--- src/hdl/trie_insert_search_prefix_top_assert.svh ---
// Assertion macros shared by the trie block modules
`ifndef TRIE_INSERT_SEARCH_PREFIX_TOP_ASSERT_SVH
`define TRIE_INSERT_SEARCH_PREFIX_TOP_ASSERT_SVH
// same-cycle implication
`define TISP_ASSERT_NOW(label, clk, rst_n, ante, cons) \
	label: assert property (@(posedge clk) disable iff (!rst_n) (ante) |-> (cons)) \
		else $error("tisp assertion failed");
// next-cycle implication
`define TISP_ASSERT_NEXT(label, clk, rst_n, ante, cons) \
	label: assert property (@(posedge clk) disable iff (!rst_n) (ante) |=> (cons)) \
		else $error("tisp assertion failed");
`endif

--- src/hdl/tisp_pkg.sv ---
// Shared types and constants for the trie insert/search block
package tisp_pkg;

	localparam int NODES_DEF    = 1024;
	localparam int ALPHABET_DEF = 26;
	localparam int LETTER_W     = 5;

	typedef logic [1:0] op_t;
	localparam op_t OP_INSERT = 2'd0;
	localparam op_t OP_SEARCH = 2'd1;
	localparam op_t OP_PREFIX = 2'd2;

	typedef enum logic [2:0] {
		ST_CLEAR,
		ST_IDLE,
		ST_LOOK,
		ST_FINISH,
		ST_RESULT
	} state_t;

	typedef struct packed {
		logic clear;
		logic take;
		logic walk;
		logic finish;
		logic emit;
	} ctrl_cmd_t;

	typedef struct packed {
		logic clr_last;
		logic last;
		logic out_free;
	} ctrl_sts_t;

endpackage

--- src/hdl/tisp_ctrl.sv ---
// Controller state machine for the trie block
`include "trie_insert_search_prefix_top_assert.svh"
module tisp_ctrl import tisp_pkg::*; (
	input  logic      clk,
	input  logic      arst_n,
	input  logic      in_valid,
	output logic      in_ready,
	input  ctrl_sts_t sts,
	output ctrl_cmd_t ctl
);

	state_t state_q;
	state_t state_d;

	always_ff @(posedge clk or negedge arst_n) begin
		if (!arst_n) begin
			state_q <= ST_CLEAR;
		end else begin
			state_q <= state_d;
		end
	end

	always_comb begin
		state_d = state_q;
		unique case (state_q)
			ST_CLEAR: begin
				if (sts.clr_last) state_d = ST_IDLE;
			end
			ST_IDLE: begin
				if (in_valid) state_d = ST_LOOK;
			end
			ST_LOOK: begin
				state_d = sts.last ? ST_FINISH : ST_IDLE;
			end
			ST_FINISH: begin
				state_d = ST_RESULT;
			end
			ST_RESULT: begin
				if (sts.out_free) state_d = ST_IDLE;
			end
			default: begin
				state_d = ST_CLEAR;
			end
		endcase
	end

	always_comb begin
		ctl      = '0;
		in_ready = 1'b0;
		unique case (state_q)
			ST_CLEAR: begin
				ctl.clear = 1'b1;
			end
			ST_IDLE: begin
				in_ready = 1'b1;
				ctl.take = in_valid;
			end
			ST_LOOK: begin
				ctl.walk = 1'b1;
			end
			ST_FINISH: begin
				ctl.finish = 1'b1;
			end
			ST_RESULT: begin
				ctl.emit = sts.out_free;
			end
			default: begin
				ctl = '0;
			end
		endcase
	end

	`TISP_ASSERT_NEXT(a_take_look, clk, arst_n, ctl.take, state_q == ST_LOOK)
	`TISP_ASSERT_NEXT(a_look_exit, clk, arst_n, state_q == ST_LOOK,
		state_q == ST_IDLE || state_q == ST_FINISH)
	`TISP_ASSERT_NEXT(a_result_hold, clk, arst_n, state_q == ST_RESULT && !sts.out_free,
		state_q == ST_RESULT)

endmodule

--- config.mk ---
export PLATFORM = sky130hd
export DESIGN_NAME = tisp_ctrl
export DESIGN_NICKNAME = d
export VERILOG_FILES = /design/src/hdl/tisp_pkg.sv /design/src/hdl/tisp_ctrl.sv
export VERILOG_INCLUDE_DIRS = /design/src /design/src/hdl
export SDC_FILE = /design/constraint.sdc
export NUM_CORES = 1
export LEC_CHECK = 0
export BUFFER_PORTS_ARGS = -buffer_cell sky130_fd_sc_hd__buf_2
export CAP_MARGIN = 20
export CORE_AREA = 2 2 39 41
export DETAILED_ROUTE_END_ITERATION = 6
export DIE_AREA = 0 0 41 43
export GPL_TIMING_DRIVEN = 0
export PLACE_DENSITY = 0.39
export REMOVE_ABC_BUFFERS = 1
export SLEW_MARGIN = 20
export SYNTH_ARGS = -nofsm -noshare
export SYNTH_HDL_FRONTEND = slang
export SYNTH_SLANG_ARGS = --single-unit
--- constraint.sdc ---
create_clock -name clk -period 1 [get_ports clk]
set_input_delay 0.05 -clock clk [delete_from_list [all_inputs] [get_ports clk]]
set_output_delay 0.05 -clock clk [all_outputs]
set_load 0.03 [all_outputs]
== Word level (Yosys, flattened, before mapping) ==
Index checks and enable logic that the tools add are counted.
Widths: inputs -> output; s select.

* Flip-flop bits (word level): 3
* Input port bits: 6
* Output and inout port bits: 6
* Logic and storage cells: 21

* Equal/unequal tests: 7
* Multiplexer cells: 11
* Reduce and logical (&&, ||, !) cells: 2

{| class="wikitable"
|+ Operators by type and width
! cell !! count
|-
| $pmux 3 s5 || 1
|-
| $mux 3 || 3
|-
| $eq 3x2->1 const B || 2
|-
| $mux 1 || 6
|-
| $ne 2x2->1 const B || 3
|-
| $eq 3x1->1 const B || 1
|-
| $eq 3x3->1 const B || 1
|-
| $logic_not 3->1 || 1
|-
| $reduce_and 3->1 || 1
|-
| $mux 2 || 1
|}

== Depth between registers and ports, before layout ==
Gate-level depths: netlist of run 1.

* Depth in word-level cells: 3
* Gate-level depth with buffers: 3
* Mapped depth without buffers: 2

== Worst setup path before layout of run 1 ==
OpenSTA, ideal clock, no wires.

* Path kind: reg2out
* From: register state_q[1]
* To: output port ctl[3] (netlist bit)
* Data arrival time: 1338 ps
* Data required time: 950 ps
* Slack: -388 ps
* Cell stages (with the launch flop): 4
* Path through: dfrtp_1 > buf_6 > nor3b_2 > and2_1

{| class="wikitable"
|+ RTL lines
! what !! RTL line !! source
|-
| from (decl) || tisp_ctrl.sv:12 || <nowiki>state_t state_q;</nowiki>
|-
| from (signal assigned) || tisp_ctrl.sv:19 || <nowiki>state_q <= state_d;</nowiki>
|-
| to (decl) || tisp_ctrl.sv:9 || <nowiki>output ctrl_cmd_t ctl</nowiki>
|}

==> metrics.yaml, run 1 <==
drc_errors: 0
clk_latency_ps: 240
die_w_um: 41
clock_skew_ps: 4.617
p_switching_uw: 572.7
wl_per_cell_um: 11.07
die_area_um2: 1763
vias: 220
worst-r2r-setup-slack_ps: -160
seq_power_share: 0.228
p_sw_frac: 0.4286
avgSynthCellArea_um2: 10.51
holdPathStages: 3
final_cell_mix: "buf_2 (5), buf_4 (5), buf_6 (5)"
cts_max_level: 1
cts_sinks: 3
initial_core_util: 0.1519
largestRegisters: "state_q (3)"
multi_input_area_um2: 141.4
synth.distinct_cells: 16
setup_violations: 8
diodes: 0
hold_path.class: "in -> reg"
cts-root-buf: "clkbuf_4"
yosysTopAreaCellShare: 0.3571
grt_pass1_wl_um: 966
comb_power_share: 0.609
path_class: "reg -> out"
finalMaxSlewViolations: 0
ys_seq_area_frac: 0.3571
arrival_ps: 1190
cts_buffer_depth: 2
r2r_start: "state_q[2]$_DFFE_PN0P_"
ff_latch_area_um2: 78.83
largest_register_ffs: 3
grt_overflow: 0
vdd_drop_max_uv: 1363
regToRegEndpoint: "state_q[0]$_DFFE_PN0P_"
cp_data_required_time_ps: 950
cts_tree: "done"
synth_cells: 20
outcome: "complete, but fails checks"
drive_above_1_share: 0.7368
areaGrowthSynthToFinish_pct: 88.09
numCtsBuffers: 3
startpoint_type: "register"
final_hold_viol_count: 0
grt_pass1_vias: 238
synth_top_area_cell: "dfrtp_1"
crit_end: "ctl[1]"
slew-limit-headroom: 0.8513
port_buffers: 11
grt_start_max_net_pins: 10
max-cap-violations: 0
nFillCells: 150
synth_xor_area_frac: 0
pin_count: 12
worst_setup_path_end_kind: "output port"
synth_compound_area_frac: 0.06548
first_iter_violations: 7
period_share: 1.240
routed_via_density: 4.074
synth_mux_area_frac: 0
drtPass1Iterations: 2
timing.hold.ws_ps: 96.89
synthTopCellsByArea: "dfrtp_1 (36%), nor4b_1 (8.3%), nand3b_1 (7.1%)"
crit_fanout: 5
gp_congestion: 0.6732
clock.fmax_mhz: 806.5
ys_warn_count: 0
leakagePower_uw: 0.0001805
startpoint: "state_q[2]$_DFFE_PN0P_"
path_clk_slew_ps: 40
rows: 14
rr_worst_depth: 3
fp.coreArea_um2: 1384
track_usage: 0.08643
rsz0062_at_grt: "yes"
pwr-share-clk: 0.163
fin_nets: 45
min_period_ps: 1240
drtAntennaViolNets: 0
synth_seq_cells: 3
antenna_found_initial: 0
worst_slew_pin_slew_ps: 222.5
p_int_uw: 763.6
violations: "setup timing"
place_area_um2: 266.5
synth-simple-area-share: 0.4881
p_per_area_nw_per_um2: 3380
routed_wl_um: 598
die_y_um: 43
final.setup.worst_slack_ps: -239.9
synthesis.area_um2: 210.2
synthAdderAreaFrac: 0
final_cell_area_um2: 395.4
regMostFlops: "state_q"
synth_top_family_by_area: "simple AND/OR/NAND/NOR gates"
layout make-up:
cell class                 count  share of cell area
multi-input combinational     15              0.3576
timing repair buffer          16              0.3260
sequential                     3              0.1994
clock buffer                   4             0.06646
tap                           16             0.05063
routing by layer:
metal | vias to the layer above | share of wire | track usage
met5 | - | 0 | 0
met4 | 0 | 0 | 0.08000
met3 | 0 | 0.089 | 0.01571
met2 | 12 | 0.43 | 0.1219
met1 | 100 | 0.48 | 0.1032
li1 | 108 | - | -
synth_stat cells:
cell type  n
dfrtp_1    3
nand3b_1   2
nor4b_1    2
a211o_1    1
a21oi_1    1
and2_1     1
and2_2     1
and3b_2    1
and4bb_1   1
buf_4      1
buf_6      1
nor2_1     1
nor3_1     1
nor3b_2    1
or2_0      1
or2_1      1
worst max-delay path, cell delays in order, from the launching register on:
cell	delay [ps]
dfrtp_2	450
buf_6	140
and3b_2	240
buf_6	130
stage by stage:
stage	worst slack, ps	instances	utilization	TNS [ps]	total power, uW
5_1_grt	-302.2	54	0.2857	-1853	1426
4_1_cts	-236.1	51	0.2441	-1240	1135
2_1_floorplan	-362.1	18	-	-781.0	656.1
6_report	-239.9	54	0.2857	-1443	1336
3_3_place_gp	-105.8	45	0.1926	-161.6	789.4
3_5_place_dp	-133.3	45	0.1926	-258.9	807.8
cells by family after synthesis:
logic type / count (synthesis)
flops: 3
simple gates: 13
compound gates: 2
buf+inv: 2
power groups by stage:
stage	registers (uW)	logic (uW)	clock network (uW)
after floorplan	253	403	0
after global placement	272	518	0
after detailed placement	284	524	0
after CTS	289	623	223
after global routing	319	875	232
final	305	814	218
what timing repair did:
action / in CTS / in global routing
gates resized for setup: 11 / 9
endpoints found under the setup margin: 8 / 9
setup buffers: 1 / 3
pin swaps: 3 / 2
hold buffers: 1 / 0
endpoints found under the hold margin: 3 / 0
how the worst min path moves through the flow:
stage	start	end	slack (ps)
detailed placement	arst_n	state_q[1]$_DFFE_PN0P_	-150
finish	sts[1]	state_q[1]$_DFFE_PN0P_	100
global placement	arst_n	state_q[1]$_DFFE_PN0P_	-160
CTS	sts[1]	state_q[1]$_DFFE_PN0P_	80
global route	sts[1]	state_q[1]$_DFFE_PN0P_	120
floorplan	arst_n	state_q[0]$_DFFE_PN0P_	-250
No activity file was read; power rests on OpenSTA's default activity.
==> run 2, diff against run 1 <==
--- a/config.mk
+++ b/config.mk
@@ -12,7 +12,8 @@
 export DETAILED_ROUTE_END_ITERATION = 6
 export DIE_AREA = 0 0 41 43
 export GPL_TIMING_DRIVEN = 0
-export PLACE_DENSITY = 0.39
+export PLACE_DENSITY = 0.38
+export RECOVER_POWER = 50
 export REMOVE_ABC_BUFFERS = 1
 export SLEW_MARGIN = 20
 export SYNTH_ARGS = -nofsm -noshare
==> constraint.sdc (replaced) <==
create_clock -name clk -period 1.5 [get_ports clk]
set_input_delay 0.075 -clock clk [delete_from_list [all_inputs] [get_ports clk]]
set_output_delay 0.075 -clock clk [all_outputs]
set_load 0.03 [all_outputs]
==> run 2 against run 1 <==
Effect of this change:
- the flow now finishes without violations
- final area is 24% lower
- first-iteration DRC count is 43% lower
- die area stayed put
- hold slack better by 6.9 ps
- wire length is 14% lower
- largest power group unchanged
==> metrics.yaml, run 2 (synthesis gave the netlist of run 1 again) <==
slew-limit-headroom: 0.8135
crit_path_max_incr_delay_ps: 470
rsz0062_at_grt: "no"
crit_slowest_cell: "dfrtp_1"
final_hold_viol_count: 0
clock.fmax_mhz: 747.2
startpoint_type: "register"
numCtsBuffers: 3
diodes: 0
cts-root-buf: "clkbuf_4"
gp_congestion: 0.6357
antenna_found_initial: 0
crit_chain: "nor3b_2 > and2_1 > buf_2"
critPathTopFamily: "flip-flops"
largest_register_ffs: 3
period_share: 0.8922
path_class: "reg -> out"
drtAntennaViolNets: 0
worst_slew_pin_slew_ps: 279.7
final_cell_area_um2: 301.5
cts_max_level: 1
clock_skew_ps: 4.933
fin_nets: 41
routed_wl_um: 512
grt_pass1_wl_um: 848
first_iter_violations: 4
fin_setup_tns_ps: 0
rows: 14
wl_per_cell_um: 10.24
drc_errors: 0
max-cap-violations: 0
setup_violations: 0
final.setup.worst_slack_ps: 161.7
drtPass1Iterations: 2
cts_tree: "done"
cp_data_required_time_ps: 1420
pin_count: 12
grt_pass1_vias: 205
grt_start_max_net_pins: 11
cts_sinks: 3
place_ws_ps: 364.3
cts_hold_buf: 1
vias: 198
place_area_um2: 266.5
cts_resized: 0
fp.coreArea_um2: 1384
final_cell_mix: "buf_2 (10), clkbuf_4 (3), dfrtp_1 (3)"
initial_core_util: 0.1519
final_cells: 50
final_common_cell: "buf_2"
die_area_um2: 1763
track_usage: 0.07816
p_per_area_nw_per_um2: 2274
die_w_um: 41
min_period_ps: 1338
outcome: "complete, no violations"
timing.hold.ws_ps: 103.8
worst-r2r-setup-slack_ps: 350
cp.buffers_inverters: 1
dpl.cell_count: 45
regMostFlops: "state_q"
arrival_ps: 1260
clk_latency_ps: 240
postCtsSetupBuffers: 0
path_clk_slew_ps: 40
vdd_drop_max_uv: 742.7
hpwlAfterDp_um: 375.2
areaGrowthSynthToFinish_pct: 43.45
routed_via_density: 3.960
port_buffers: 11
crit_fanout: 10
cts_buffer_depth: 2
hold_path.class: "in -> reg"
worst_setup_path_end_kind: "output port"
grt_overflow: 0
leakagePower_uw: 0.0001517
drive_above_1_share: 0.4706
die_y_um: 43
finalMaxSlewViolations: 0
largestRegisters: "state_q (3)"
==> run 2: cell count changes in the layout (fill, tap and decap cells not counted), moves of 2 or more <==
cell     delta
dfrtp_2     -3
nor4b_1     +2
buf_2       +5
dfrtp_1     +3
nor4b_2     -2
buf_6       -5
buf_4       -5
==> run 2: final cells by class <==
class | count | area (um2)
clock buffer | 4 | 26.28
fill | 164 | 1082
multi-input combinational | 15 | 116.4
sequential | 3 | 75.07
tap | 16 | 20.02
timing repair buffer | 12 | 63.81
==> run 2: path summary, 6_finish.rpt <==
check                                  startpoint                     end  cells after the start
max in group asynchronous                  arst_n  state_q[0]$_DFFE_PN0P_                      2
hold reg to reg            state_q[2]$_DFFE_PN0P_  state_q[1]$_DFFE_PN0P_                      1
hold / removal                             sts[1]  state_q[1]$_DFFE_PN0P_                      3
min in group asynchronous                  arst_n  state_q[1]$_DFFE_PN0P_                      2
setup reg to reg           state_q[1]$_DFFE_PN0P_  state_q[0]$_DFFE_PN0P_                      2
setup / recovery           state_q[1]$_DFFE_PN0P_                  ctl[3]                      3
==> run 2: where the power goes <==
part	switching, uW	internal, uW	leakage [uW]	total (uW)
clock network	45.0	99.9	0.0000150	145
registers	76.0	116	0.0000387	192
logic	206	143	0.0000980	349
==> run 2: per-layer routing <==
layer	wire length [um]	GRT usage
met1	252	0.09904
met2	198	0.08125
met3	61	0.04712
met4	0	0.08000
met5	0	0
==> run 2: worst min-delay path: cells and delay by family <==
| kind | cells | cell delay [ps] |
|---|---|---|
| compound gates | 1 | 60 |
| buf+inv | 1 | 100 |
| simple gates | 1 | 70 |
==> run 2: stage by stage <==
step,total power (uW),util
finish,685.8,0.2179
global route,740.3,0.2179
CTS,696.8,0.2188
detailed placement,539.4,0.1926
global placement,527.0,0.1926
floorplan,437.4,-
==> run 3, diff against run 2 <==
--- a/config.mk
+++ b/config.mk
@@ -8,9 +8,9 @@
 export LEC_CHECK = 0
 export BUFFER_PORTS_ARGS = -buffer_cell sky130_fd_sc_hd__buf_2
 export CAP_MARGIN = 20
-export CORE_AREA = 2 2 39 41
+export CORE_AREA = 4 4 41 43
 export DETAILED_ROUTE_END_ITERATION = 6
-export DIE_AREA = 0 0 41 43
+export DIE_AREA = 0 0 45 47
 export GPL_TIMING_DRIVEN = 0
 export PLACE_DENSITY = 0.38
 export RECOVER_POWER = 50
==> run 3 against run 2 <==
Effect of this change:
- core utilization up 1.3 points
- clock-buffer cell count unchanged
- clock skew down 4.8 ps
- fmax up 2.4%
- global-route usage down 1.6 points
- hold slack better by 16 ps
- clock power down 4%
- register-to-register slack about the same
- first-iteration DRC count down 100%
- non-clock buffer count unchanged
- critical endpoint unchanged
- largest power group unchanged
==> metrics.yaml, run 3 (synthesis gave the netlist of run 1 again) <==
outcome: "complete, no violations"
hpwlAfterDp_um: 370.3
final_cell_mix: "buf_2 (10), clkbuf_4 (3), dfrtp_1 (3)"
cp_data_required_time_ps: 1420
slew-limit-headroom: 0.8187
gp_congestion: 0.7098
drc_errors: 0
regToRegEndpoint: "state_q[0]$_DFFE_PN0P_"
setup_violations: 0
cts-root-buf: "clkbuf_4"
crit_path_max_incr_delay_ps: 460
routed_via_density: 3.918
grt_overflow: 0
worst-r2r-setup-slack_ps: 360
diodes: 0
fin_setup_tns_ps: 0
crit_chain: "nor3b_2 > and2_1 > buf_2"
track_usage: 0.06171
fin_nets: 41
path_class: "reg -> out"
rsz0062_at_grt: "no"
first_iter_violations: 0
cts_hold_buf: 1
grt_start_max_net_pins: 11
wl_per_cell_um: 9.816
fp.coreArea_um2: 1301
final_common_cell: "buf_2"
place_area_um2: 265.3
clock.fmax_mhz: 764.8
port_buffers: 11
grt_pass1_wl_um: 855
postCtsSetupBuffers: 0
largest_register_ffs: 3
clock_skew_ps: 0.09032
drtAntennaViolNets: 0
cts_tree: "done"
cts_sinks: 3
crit_slowest_cell: "dfrtp_1"
final_hold_viol_count: 0
rr_worst_depth: 2
die_area_um2: 2115
initial_core_util: 0.1615
max-cap-violations: 0
ff_latch_area_um2: 75.07
startpoint_type: "register"
vias: 192
antenna_found_initial: 0
die_y_um: 47
multi_input_area_um2: 116.4
crit_fanout: 10
largestRegisters: "state_q (3)"
hold_start: "sts[1]"
die_w_um: 45
r2r_start: "state_q[1]$_DFFE_PN0P_"
numCtsBuffers: 3
cts_resized: 0
areaGrowthSynthToFinish_pct: 42.86
timing.hold.ws_ps: 119.3
holdPathStages: 3
place_ws_ps: 354.4
drive_above_1_share: 0.4706
final.setup.worst_slack_ps: 192.4
vdd_drop_max_uv: 567.1
whs_endpoint: "state_q[1]$_DFFE_PN0P_"
worst_setup_path_end_kind: "output port"
cts_buffer_depth: 2
period_share: 0.8717
grt_pass1_vias: 207
hold_path.class: "in -> reg"
final_cell_area_um2: 300.3
nFillCells: 152
power_uw: 678.2
clk_latency_ps: 230
cts_max_level: 1
min_period_ps: 1308
leakagePower_uw: 0.0001517
arrival_ps: 1230
regMostFlops: "state_q"
p_per_area_nw_per_um2: 2259
pin_count: 12
drtPass1Iterations: 1
path_clk_slew_ps: 40
rows: 13
worst_slew_pin_slew_ps: 268.2
routed_wl_um: 481
finalMaxSlewViolations: 0
run 3: cell counts in the layout (fill, tap and decap cells not counted):
No cell type changed its count.
run 3: where the power goes:
part	internal (uW)	total (uW)	switching, uW	leakage, uW
sequential	116	188	71.7	0.0000387
combinational	143	351	208	0.0000980
clock	99.6	139	39.9	0.0000150
total	359	678	319	0.000152
run 3: per-stage QoR:
step                instances  utilization
finish                     49       0.2308
global route               49       0.2308
CTS                        49       0.2317
detailed placement         44       0.2038
global placement           44       0.2038
floorplan                  18            -
run 3: area by class of cell:
cell class,count,share of cell area
Clock buffer,4,0.08750
Multi-Input combinational cell,15,0.3875
Sequential cell,3,0.2500
Tap cell,15,0.06250
Timing Repair Buffer,12,0.2125
run 3: worst max-delay path by stage:
stage / startpoint / endpoint / slack, ps / cells past startpoint
floorplan: state_q[1]$_DFFE_PN0P_ / ctl[3] / 110 / 2
global route: state_q[1]$_DFFE_PN0P_ / ctl[3] / 100 / 3
CTS: state_q[1]$_DFFE_PN0P_ / ctl[3] / 170 / 3
global placement: state_q[1]$_DFFE_PN0P_ / state_q[0]$_DFFE_PN0P_ / 380 / 2
finish: state_q[1]$_DFFE_PN0P_ / ctl[3] / 190 / 3
detailed placement: state_q[1]$_DFFE_PN0P_ / state_q[0]$_DFFE_PN0P_ / 350 / 2
run 3: routing by layer:
metal,share of wire,up-vias,track usage
met5,0,-,0
li1,-,101,-
met1,0.41,87,0.06164
met4,0,0,0.07018
met3,0.012,0,0.02299
met2,0.57,4,0.09322
run 3: worst max-delay path: cells and delay by family, from the launching register on:
kind,cells,cell delay (ps)
buffers and inverters,1,180
DFF,1,460
and+or+nand+nor,2,350
